==> src/rtl/ple_pkg.sv <==
// Shared types, operation codes and controller/datapath interface for the positional list engine.
package ple_pkg;

    // Field widths of the item formats
    localparam int FUNC_W       = 3;
    localparam int VALUE_W      = 32;
    localparam int POS_W        = 7;
    localparam int LEN_W        = 7;
    localparam int CAPACITY_DEF = 64;

    // Operation codes
    localparam logic [FUNC_W-1:0] FUNC_PREPEND = 3'd0;
    localparam logic [FUNC_W-1:0] FUNC_APPEND  = 3'd1;
    localparam logic [FUNC_W-1:0] FUNC_INSERT  = 3'd2;
    localparam logic [FUNC_W-1:0] FUNC_DELETE  = 3'd3;
    localparam logic [FUNC_W-1:0] FUNC_READ    = 3'd4;

    typedef struct packed {
        logic [FUNC_W-1:0]         func;
        logic signed [VALUE_W-1:0] value;
        logic [POS_W-1:0]          position;
    } t_in_item;

    typedef struct packed {
        logic signed [VALUE_W-1:0] read_value;
        logic [LEN_W-1:0]          length;
        logic                      error;
    } t_out_item;

    // Read address source for the element store
    typedef enum logic [1:0] {
        RD_POS,
        RD_PREV,
        RD_NEXT
    } t_rd_sel;

    // Commands from controller to datapath
    typedef struct packed {
        logic    load;
        logic    decode;
        logic    rd_en;
        t_rd_sel rd_sel;
        logic    move;
        logic    write_new;
        logic    shrink;
        logic    out_load;
    } t_cmd;

    // Status from datapath to controller
    typedef struct packed {
        logic err;
        logic is_del;
        logic is_read;
        logic at_end;
    } t_sts;

endpackage

==> src/rtl/ple_ctrl.sv <==
// Controller state machine sequencing decode, element moves, store update and result hand-off.
module ple_ctrl import ple_pkg::*; (
    input  logic i_clk,
    input  logic i_rst_n,
    input  logic i_valid,
    output logic o_stall,
    output logic o_valid,
    input  logic i_stall,
    input  t_sts i_sts,
    output t_cmd o_cmd
);

    typedef enum logic [2:0] {
        S_IDLE,
        S_DECODE,
        S_MOVE_RD,
        S_MOVE_WR,
        S_WRITE,
        S_SHRINK,
        S_READ_WAIT,
        S_DONE
    } t_state;

    t_state r_state, n_state;
    logic   r_out_valid, n_out_valid;

    // Decide next state and commands
    always_comb begin
        n_state     = r_state;
        n_out_valid = r_out_valid & i_stall;
        o_cmd       = '0;
        o_cmd.rd_sel = RD_POS;
        case (r_state)
            S_IDLE: begin
                if (i_valid) begin
                    o_cmd.load = 1'b1;
                    n_state    = S_DECODE;
                end
            end
            S_DECODE: begin
                o_cmd.decode = 1'b1;
                if (i_sts.err) begin
                    n_state = S_DONE;
                end else if (i_sts.is_read) begin
                    o_cmd.rd_en  = 1'b1;
                    o_cmd.rd_sel = RD_POS;
                    n_state      = S_READ_WAIT;
                end else begin
                    n_state = S_MOVE_RD;
                end
            end
            S_MOVE_RD: begin
                if (i_sts.at_end) begin
                    n_state = i_sts.is_del ? S_SHRINK : S_WRITE;
                end else begin
                    o_cmd.rd_en  = 1'b1;
                    o_cmd.rd_sel = i_sts.is_del ? RD_NEXT : RD_PREV;
                    n_state      = S_MOVE_WR;
                end
            end
            S_MOVE_WR: begin
                o_cmd.move = 1'b1;
                n_state    = S_MOVE_RD;
            end
            S_WRITE: begin
                o_cmd.write_new = 1'b1;
                n_state         = S_DONE;
            end
            S_SHRINK: begin
                o_cmd.shrink = 1'b1;
                n_state      = S_DONE;
            end
            S_READ_WAIT: begin
                n_state = S_DONE;
            end
            S_DONE: begin
                // Hand off once the output register is free
                if (!r_out_valid || !i_stall) begin
                    o_cmd.out_load = 1'b1;
                    n_out_valid    = 1'b1;
                    n_state        = S_IDLE;
                end
            end
            default: begin
                n_state = S_IDLE;
            end
        endcase
    end

    // Hold state and output valid
    always_ff @(posedge i_clk) begin
        if (!i_rst_n) begin
            r_state     <= S_IDLE;
            r_out_valid <= 1'b0;
        end else begin
            r_state     <= n_state;
            r_out_valid <= n_out_valid;
        end
    end

    assign o_stall = (r_state != S_IDLE);
    assign o_valid = r_out_valid;

endmodule

==> src/rtl/ple_datapath.sv <==
// Datapath: element store, length counter, operand registers, range checks and result register.
module ple_datapath import ple_pkg::*; #(
    parameter int CAPACITY = CAPACITY_DEF
) (
    input  logic      i_clk,
    input  logic      i_rst_n,
    input  t_in_item  i_item,
    input  t_cmd      i_cmd,
    output t_sts      o_sts,
    output t_out_item o_item
);

    localparam int AW = (CAPACITY > 1) ? $clog2(CAPACITY) : 1;
    localparam int CW = $clog2(CAPACITY + 1);
    localparam int EW = ((CW > POS_W) ? CW : POS_W) + 1;

    logic [VALUE_W-1:0] r_mem [CAPACITY];

    logic [FUNC_W-1:0]  r_func;
    logic [VALUE_W-1:0] r_value;
    logic [POS_W-1:0]   r_pos;
    logic [CW-1:0]      r_count;
    logic [AW-1:0]      r_idx;
    logic [AW-1:0]      r_tgt;
    logic               r_err;
    logic [VALUE_W-1:0] r_rdata;
    t_out_item          r_out;

    logic [EW-1:0]      pos_e;
    logic [EW-1:0]      cnt_e;
    logic               full;
    logic               pos0;
    logic               dec_err;
    logic [AW-1:0]      pos_idx;
    logic [AW-1:0]      n_tgt;
    logic [AW-1:0]      rd_addr;
    logic               is_del;
    logic               is_read;

    // Range and capacity checks on the latched item
    always_comb begin
        pos_e   = EW'(r_pos);
        cnt_e   = EW'(r_count);
        full    = (r_count == CW'(CAPACITY));
        pos0    = (r_pos == '0);
        pos_idx = AW'(r_pos - POS_W'(1));
        is_del  = (r_func == FUNC_DELETE);
        is_read = (r_func == FUNC_READ);
        case (r_func)
            FUNC_PREPEND: begin
                dec_err = full;
                n_tgt   = '0;
            end
            FUNC_APPEND: begin
                dec_err = full;
                n_tgt   = r_count[AW-1:0];
            end
            FUNC_INSERT: begin
                dec_err = full || pos0 || (pos_e > cnt_e + EW'(1));
                n_tgt   = pos_idx;
            end
            FUNC_DELETE: begin
                dec_err = pos0 || (pos_e > cnt_e);
                n_tgt   = pos_idx;
            end
            FUNC_READ: begin
                dec_err = pos0 || (pos_e > cnt_e);
                n_tgt   = pos_idx;
            end
            default: begin
                dec_err = 1'b1;
                n_tgt   = '0;
            end
        endcase
    end

    // Report status to the controller
    always_comb begin
        o_sts.err     = dec_err;
        o_sts.is_del  = is_del;
        o_sts.is_read = is_read;
        if (is_del) begin
            o_sts.at_end = (CW'(r_idx) + CW'(1) == r_count);
        end else begin
            o_sts.at_end = (r_idx == r_tgt);
        end
    end

    // Select the store read address
    always_comb begin
        case (i_cmd.rd_sel)
            RD_POS:  rd_addr = pos_idx;
            RD_PREV: rd_addr = r_idx - AW'(1);
            RD_NEXT: rd_addr = r_idx + AW'(1);
            default: rd_addr = pos_idx;
        endcase
    end

    // Element store: one write and one registered read per cycle
    always_ff @(posedge i_clk) begin
        if (i_cmd.move) begin
            r_mem[r_idx] <= r_rdata;
        end else if (i_cmd.write_new) begin
            r_mem[r_tgt] <= r_value;
        end
        if (i_cmd.rd_en) begin
            r_rdata <= r_mem[rd_addr];
        end
    end

    // Latch the item, decode the operation, step the move index and load the result register
    always_ff @(posedge i_clk) begin
        if (i_cmd.load) begin
            r_func  <= i_item.func;
            r_value <= i_item.value;
            r_pos   <= i_item.position;
        end
        if (i_cmd.decode) begin
            r_err <= dec_err;
            r_tgt <= n_tgt;
            r_idx <= is_del ? n_tgt : r_count[AW-1:0];
        end else if (i_cmd.move) begin
            r_idx <= is_del ? (r_idx + AW'(1)) : (r_idx - AW'(1));
        end
        if (i_cmd.out_load) begin
            r_out.read_value <= (is_read && !r_err) ? r_rdata : '0;
            r_out.length     <= LEN_W'(r_count);
            r_out.error      <= r_err;
        end
    end

    // Track the number of held elements
    always_ff @(posedge i_clk) begin
        if (!i_rst_n) begin
            r_count <= '0;
        end else if (i_cmd.write_new) begin
            r_count <= r_count + CW'(1);
        end else if (i_cmd.shrink) begin
            r_count <= r_count - CW'(1);
        end
    end

    assign o_item = r_out;

endmodule

==> src/rtl/positional_list_engine_top.sv <==
// Top level of the positional list engine: controller and datapath joined by command and status.
//
// Usage:
//   Input items (func, value, position) enter on i_valid/o_stall; one result item
//   (read_value, length, error) leaves on o_valid/i_stall for every input item.
//   The block works on one item at a time. An item is taken only while the
//   controller is idle; its result is placed in an output register, so the next
//   item can be taken while that result still waits for the receiver.
//   An item runs from decode to done: a rejected item goes straight to done, a
//   read waits for the store read, and an insert, prepend, append or delete moves
//   its elements one by one (each move is a store read followed by a store write,
//   since the store has one registered read port and one write port).
//   Append and deleting the last element move nothing; prepend on a full-ish
//   list moves up to CAPACITY-1 elements.
//   Reset empties the list and clears o_valid; store contents are not
//   cleared, as positions beyond the length are never read.
//   While the receiver stalls, the result holds and a finished next item waits
//   in its final state until the output register frees up.
module positional_list_engine_top import ple_pkg::*; #(
    parameter int CAPACITY = CAPACITY_DEF
) (
    input  logic      i_clk,
    input  logic      i_rst_n,
    input  logic      i_valid,
    output logic      o_stall,
    input  t_in_item  i_item,
    output logic      o_valid,
    input  logic      i_stall,
    output t_out_item o_item
);

    t_cmd cmd;
    t_sts sts;

    ple_ctrl u_ctrl (
        .i_clk   (i_clk),
        .i_rst_n (i_rst_n),
        .i_valid (i_valid),
        .o_stall (o_stall),
        .o_valid (o_valid),
        .i_stall (i_stall),
        .i_sts   (sts),
        .o_cmd   (cmd)
    );

    ple_datapath #(
        .CAPACITY (CAPACITY)
    ) u_datapath (
        .i_clk   (i_clk),
        .i_rst_n (i_rst_n),
        .i_item  (i_item),
        .i_cmd   (cmd),
        .o_sts   (sts),
        .o_item  (o_item)
    );

endmodule

==> config.mk <==
export PLATFORM = sky130hd
export DESIGN_NAME = positional_list_engine_top
export DESIGN_NICKNAME = d
export VERILOG_FILES = /design/src/rtl/ple_pkg.sv /design/src/rtl/ple_ctrl.sv /design/src/rtl/ple_datapath.sv /design/src/rtl/positional_list_engine_top.sv
export SDC_FILE = /design/constraint.sdc
export NUM_CORES = 2
export LEC_CHECK = 0
export ABC_AREA = 0
export BUFFER_PORTS_ARGS = -buffer_cell sky130_fd_sc_hd__buf_4
export CAP_MARGIN = 25
export CORE_ASPECT_RATIO = 2
export CORE_UTILIZATION = 50
export DETAILED_ROUTE_END_ITERATION = 8
export PLACE_DENSITY = 0.65
export SLEW_MARGIN = 20
export SYNTH_ARGS = -nofsm -noshare
export SYNTH_HDL_FRONTEND = slang
export SYNTH_SLANG_ARGS = --single-unit
==> constraint.sdc <==
create_clock -name i_clk -period 8.9 [get_ports i_clk]
set_clock_uncertainty 0.1 [all_clocks]
set_input_delay 1.335 -clock i_clk [delete_from_list [all_inputs] [get_ports i_clk]]
set_output_delay 1.335 -clock i_clk [all_outputs]
set_load 0.01 [all_outputs]
== Word-level counts from Yosys, hierarchy flattened ==
Memory sizes are Yosys's and may differ from the RTL's. A register that Yosys moved wholly into a read port is not among the register bits.
Cells that the tools add are included.
Storage, ports and cells
  memories kept: 1
  register bits: 106
  RAM bits: 2048
  logic and storage cells: 101
Memories
  u_datapath.r_mem: words 64, bits a word 32, read ports 1, clocked after Yosys merged registers in 1, write ports 1, RTL line ple_datapath.sv:17  | logic [VALUE_W-1:0] r_mem [CAPACITY];
Cells by class
  bitwise operators: 1
  muxes and demuxes: 40
  reductions and logical operators: 20
  equal/unequal tests: 18
  $lt $le $gt $ge: 2
  add/subtract/negate cells: 7
Operators by type and width (count)
  two-way mux 32 bit: 1
  OR reduction 32 bit: 1
  two-way mux 6 bit: 5
  two-way mux 3 bit: 8
  case mux 6 bit (2 select lines): 2
  two-way mux 1 bit: 18
  case mux 3 bit (6 select lines): 1
  equality test 3 bit, second input constant: 5
  two-way mux 7 bit: 2
  equality test 3 x 2 -> 1 bit, second input constant: 4
  subtractor 6 x 1 -> 6 bit, second input constant: 2
  adder 7 x 1 -> 8 bit, second input constant: 1
  greater-than comparator 7 x 8 -> 1 bit: 1
  adder 6 x 1 -> 7 bit, second input constant: 1
  adder 7 x 1 -> 7 bit, second input constant: 1
  equality test 7 bit: 1
  equality test 7 bit, second input constant: 1
  greater-than comparator 7 bit: 1
  zero test 7 bit: 1
  subtractor 7 x 1 -> 7 bit, second input constant: 1
  adder 6 x 1 -> 6 bit, second input constant: 1
  equality test 3 x 1 -> 1 bit, second input constant: 2
  equality test 6 bit: 1
  zero test 3 bit: 2
  16 further kinds: 24

== Depth between registers and ports, before layout ==
  depth after elaboration: 8
  gate-level depth with buffers: 24
  gate-level depth less buffers: 18

== By module ==
A second synthesis with hierarchy kept.
Unflattened totals
  cell total of the unflattened synthesis: 4687
  area total of the unflattened synthesis: 86071.3 sq um
By module, submodules not included
  ple_datapath: cells each 4649, sequential area each 65452.8 sq um, area an instance 85781.0 sq um, times used 1
  ple_ctrl: cells each 38, sequential area each 80.1 sq um, area an instance 290.3 sq um, times used 1

== Least setup slack after synthesis ==
OpenSTA, ideal clock, no wires.
  path type: register -> register
  from: reg u_datapath.r_count[0]
  to: reg u_datapath.r_rdata[0], read port of u_datapath.r_mem, enable pin
  slack: 4.355 ns
  buffers on the path: 1
  data arrival time: 4.015 ns
  stages on the path, launching flop included: 15
  data required time: 8.369 ns
  period minus slack after synthesis: 4.545 ns
  setup time: 0.431 ns
  path through: dfxtp_1 > clkbuf_1 > inv_1 > ha_1 > inv_1 > ha_1 > nor2b_1 > o21a_1 > o21a_1 > o21ai_0 > nand2b_1 > a211oi_1 > o21ai_0 > o311a_1 > o211ai_1
RTL lines
  start: declaration: RTL line ple_datapath.sv:22  | logic [CW-1:0] r_count;
  start signal: assignment: RTL line ple_datapath.sv:137  | r_count <= r_count + CW'(1);
  start signal: assignment: RTL line ple_datapath.sv:139  | r_count <= r_count - CW'(1);
  end: declaration: RTL line ple_datapath.sv:26  | logic [VALUE_W-1:0] r_rdata;

== Final worst setup path ==
  from: reg u_datapath.r_idx[0]
  to: reg u_datapath.r_rdata[17], read port of u_datapath.r_mem (data pin)
Between the ends
  cells in the longest elaborated chain, start to end: 7
  elaborated cells between the ends (all ways): 11
Ends and longest elaborated chain
  start: declaration: RTL line ple_datapath.sv:23  | logic [AW-1:0] r_idx;
  start signal: assignment: RTL line ple_datapath.sv:121  | r_idx <= is_del ? n_tgt : r_count[AW-1:0];
  start signal: assignment: RTL line ple_datapath.sv:123  | r_idx <= is_del ? (r_idx + AW'(1)) : (r_idx - AW'(1));
  adder 6 x 1 -> 7 bit: RTL line ple_datapath.sv:83  | o_sts.at_end = (CW'(r_idx) + CW'(1) == r_count);
  equality test 7 bit: RTL line ple_datapath.sv:83
  two-way mux 1 bit: RTL line ple_datapath.sv:82  | if (is_del) begin
  two-way mux 3 bit: RTL line ple_ctrl.sv:53  | if (i_sts.at_end) begin
  case mux 3 bit (2 select lines): RTL line ple_ctrl.sv:33  | case (r_state)
  equality test 2 bit or equality test 2 x 1 -> 1 bit (tied branches): RTL line ple_datapath.sv:91  | case (i_cmd.rd_sel)
  case mux 6 bit (2 select lines): RTL line ple_datapath.sv:91
Several ways; a longest one is shown, not always the timed one.
A chain may end at the register's enable or synchronous reset.

==> results.txt <==
filler cell count: 12832
via count: 45647
category of the most critical setup path: reg2reg
async set or reset register ratio after synthesis: 0%
final total power: 33.9 mW
drt total wl: 241000 um
initial antenna violation count: 17
Post-Syn Instances: 4504
count of buffers added by post-CTS timing repair for setup: 0
pin count of the biggest net entering global routing: 146
TritonCTS buffer count: 183
sequential cell area: 0.0655 sq mm
peak supply drop: 0.404 mV
register area share after synthesis: 76.7%
commonest non-fill, non-tap cell in the layout: edfxtp_1
Die Width: 294 um
total instance count after detailed placement: 6760
synthesized-area fraction occupied by adder cells: 0.404%
leading register cell type out of synthesis: edfxtp_1
post_cts resized: 0
largest cells by area after synthesis: edfxtp_1 (76%), mux4_2 (11%), nand2_1 (2.7%)
Total GRT Usage: 28.0%
synthesized-area fraction occupied by and/or/nand/nor cells: 5.83%
Critical Path End Type: flop
Remaining DRCs: 0
CP max FO: 100
register clock-pin slew on the reported worst setup and hold paths: 0.06 ns
Final Hold Fails: 0
First DRT Iteration DRCs: 5102
DPL Wire Length: 137000 um
worst hold stages: 0
gp weighted congestion: 0.878
TritonCTS clock tree: yes
fraction of synthesized area in multiplexers: 12.2%
synthesized-area fraction occupied by ao, oa, aoi and oai cells: 2.87%
antenna violation net count after detailed routing: 0
Yosys Warn Count: 0
number of port buffers: 87
count of buffer and inverter cells on the critical path: 2
number of primary I/O pins: 88
# hold bufs at CTS: 0
final-report setup violation count: 0
number of global-route vias before repair: 45365
clock buffer depth: 4
synthesized area per cell: 19.0 sq um
total power per unit cell area: 354 mW/mm^2
dominant combinational cell family by area after synthesis: multiplexers
die height: 586 um
Worst-Margin Slew: 1.18 ns
static power due to leakage: 30.1 nW
syn nets: 4577
area share of the leading cell type in the synthesized netlist: 76.5%
RSZ-0062 raised after global routing: no
leading area contributor after synthesis: edfxtp_1
Vias/cell: 6.43
worst endpoint data arrival time: 7.19 ns
Multi-input gate area: 0.0193 sq mm
post-synthesis cell type count: 74
cell with the biggest individual delay on the critical path: ha_1
number of cells on the critical path: 17
Top delay family on crit path: simple AND/OR/NAND/NOR gates
length in cells of the worst reg-to-reg path: 17
signed area change from the synthesized netlist to the final layout: 12.0%
clock period minus worst slack: 6.73 ns
Root Buffer Master: clkbuf_16
pins over their slew limit: 0
highest clock rate: 148 MHz
number of violations of the max-capacitance limit: 0
flip-flop and latch count after synthesis: 2186
list of cells traversed by the critical path: ha_1 > nand3_1 > xor2_1 > a211oi_1 > o2111ai_1 > nand4_1 > ha_1 > nor2b_1 > a32o_1 > nor2_4 > buf_12 > buf_12 > mux4_2 > nand2_1 > nand3_1 > nand4_1 > nor2_1
crit-path max cell delay: 0.86 ns
EDFF count, synth: 2175
Final period util: 75.7%
parity-gate share of the synthesized area counting xor and xnor cells: 0.359%
starting density of the core: 50.3%
deepest level of the CTS H-tree: 4
first-pass detailed-route iteration total: 6
Critical Path Start Type: flop
residual overflow from global routing: 0
netlist area before placement: 0.0854 sq mm
Slew HR: 21.1%
status: complete, no violations
first-pass GRT wire length: 337000 um
worst hold slack across all endpoints: 0.383 ns
average wire length per cell after detail routing: 33.9 um
count of standard-cell rows: 214
area enclosed by the die boundary: 0.173 sq mm
Total Nets Final: 4754
sum of negative setup slack: 0 ns
layout cell share with drive strength beyond 1: 21.7%
Hold WC Path Type: reg2reg
clk sink count: 2186
data required time of the worst path: 9.35 ns
Core Footprint: 0.170 sq mm
Non-Filler Instances: 7096
top library cells by usage in the layout, fill and taps aside: edfxtp_1 (2175), nand2_1 (586), mux4_2 (433)
clock latency of the later-clocked register in the worst-skew pair: 0.82 ns
==> per-layer routing <==
layer	GRT usage (%)	wire [um]
met1	32.4	80800
met2	50.0	128000
met3	4.22	18800
met4	14.5	13600
met5	0	78
==> worst paths after layout <==
kind	from	endpoint	slack (ns)
min	u_datapath.r_err	u_datapath.o_item[0]	0.38
min reg2reg	u_datapath.r_err	u_datapath.o_item[0]	0.38
max	u_datapath.r_idx[0]	u_datapath.r_rdata[17]	2.17
max reg2reg	u_datapath.r_idx[0]	u_datapath.r_rdata[17]	2.17
==> flip-flops by register name (all words and copies together) (netlist names) <==
register            count
u_datapath.r_func       3
u_datapath.r_err        1
u_datapath.o_item      40
u_ctrl.r_state          3
u_ctrl.o_valid          1
u_datapath.r_idx        6
u_datapath.r_pos        7
u_datapath.r_tgt        6
u_datapath.r_rdata     32
u_datapath.r_count      7
u_datapath.r_value     32
u_datapath.r_mem     2048
==> layout make-up <==
type	count	share of cell area [%]
clock inverters	91	0.882
multi-input cells	2054	20.2
inverters	23	0.0902
well taps	2268	2.97
repair buffers	233	2.21
diodes	12	0.0314
flip-flops and latches	2186	68.5
clock buffers	229	5.15
==> Yosys cell counts (52+ instances only) <==
master,instances
a21oi_1,60
a22oi_1,57
buf_2,142
clkbuf_1,63
edfxtp_1,2175
mux2i_1,58
mux4_2,433
nand2_1,617
nand3_1,220
nand4_1,52
nor2_1,136
o21ai_0,53
==> cells by family (layout without fill, tap and decap cells) <==
family	Yosys count	count (layout)
other	0	12
buffers and inverters	264	576
and+or+nand+nor	1137	1137
DFF	2186	2186
xor gates and xnor gates	35	35
adders and majority gates	27	27
AOI/OAI and AO/OA	356	356
muxes	499	499
==> power by group <==
| part | leakage [nW] | switching [mW] | internal [mW] | total (mW) |
|---|---|---|---|---|
| Sequential | 19.7 | 0.356 | 13.6 | 13.9 |
| Clock | 2.83 | 3.62 | 4.41 | 8.03 |
| Combinational | 7.63 | 7.76 | 4.17 | 11.9 |
| Total | 30.1 | 11.7 | 22.2 | 33.9 |
==> worst register-to-register path, stage by stage (launching register included) <==
cell,delay [ns]
edfxtp_1,0.78
ha_1,0.39
nand3_1,0.21
xor2_1,0.26
a211oi_1,0.10
o2111ai_1,0.25
nand4_1,0.20
ha_1,0.86
nor2b_1,0.15
a32o_1,0.41
nor2_4,0.75
buf_12,0.36
buf_12,0.51
mux4_2,0.57
nand2_1,0.11
nand3_1,0.22
nand4_1,0.22
nor2_1,0.05
==> metrics by stage <==
stage	util [%]	setup WS [ns]	instance area, sq um
floorplan	-	4.35	85400
global placement	52.7	2.33	89500
detailed placement	52.9	2.26	89700
CTS	56.3	2.24	95500
global route	56.3	1.94	95700
finish	56.4	2.17	95700
(Power assumes the default switching activity.)
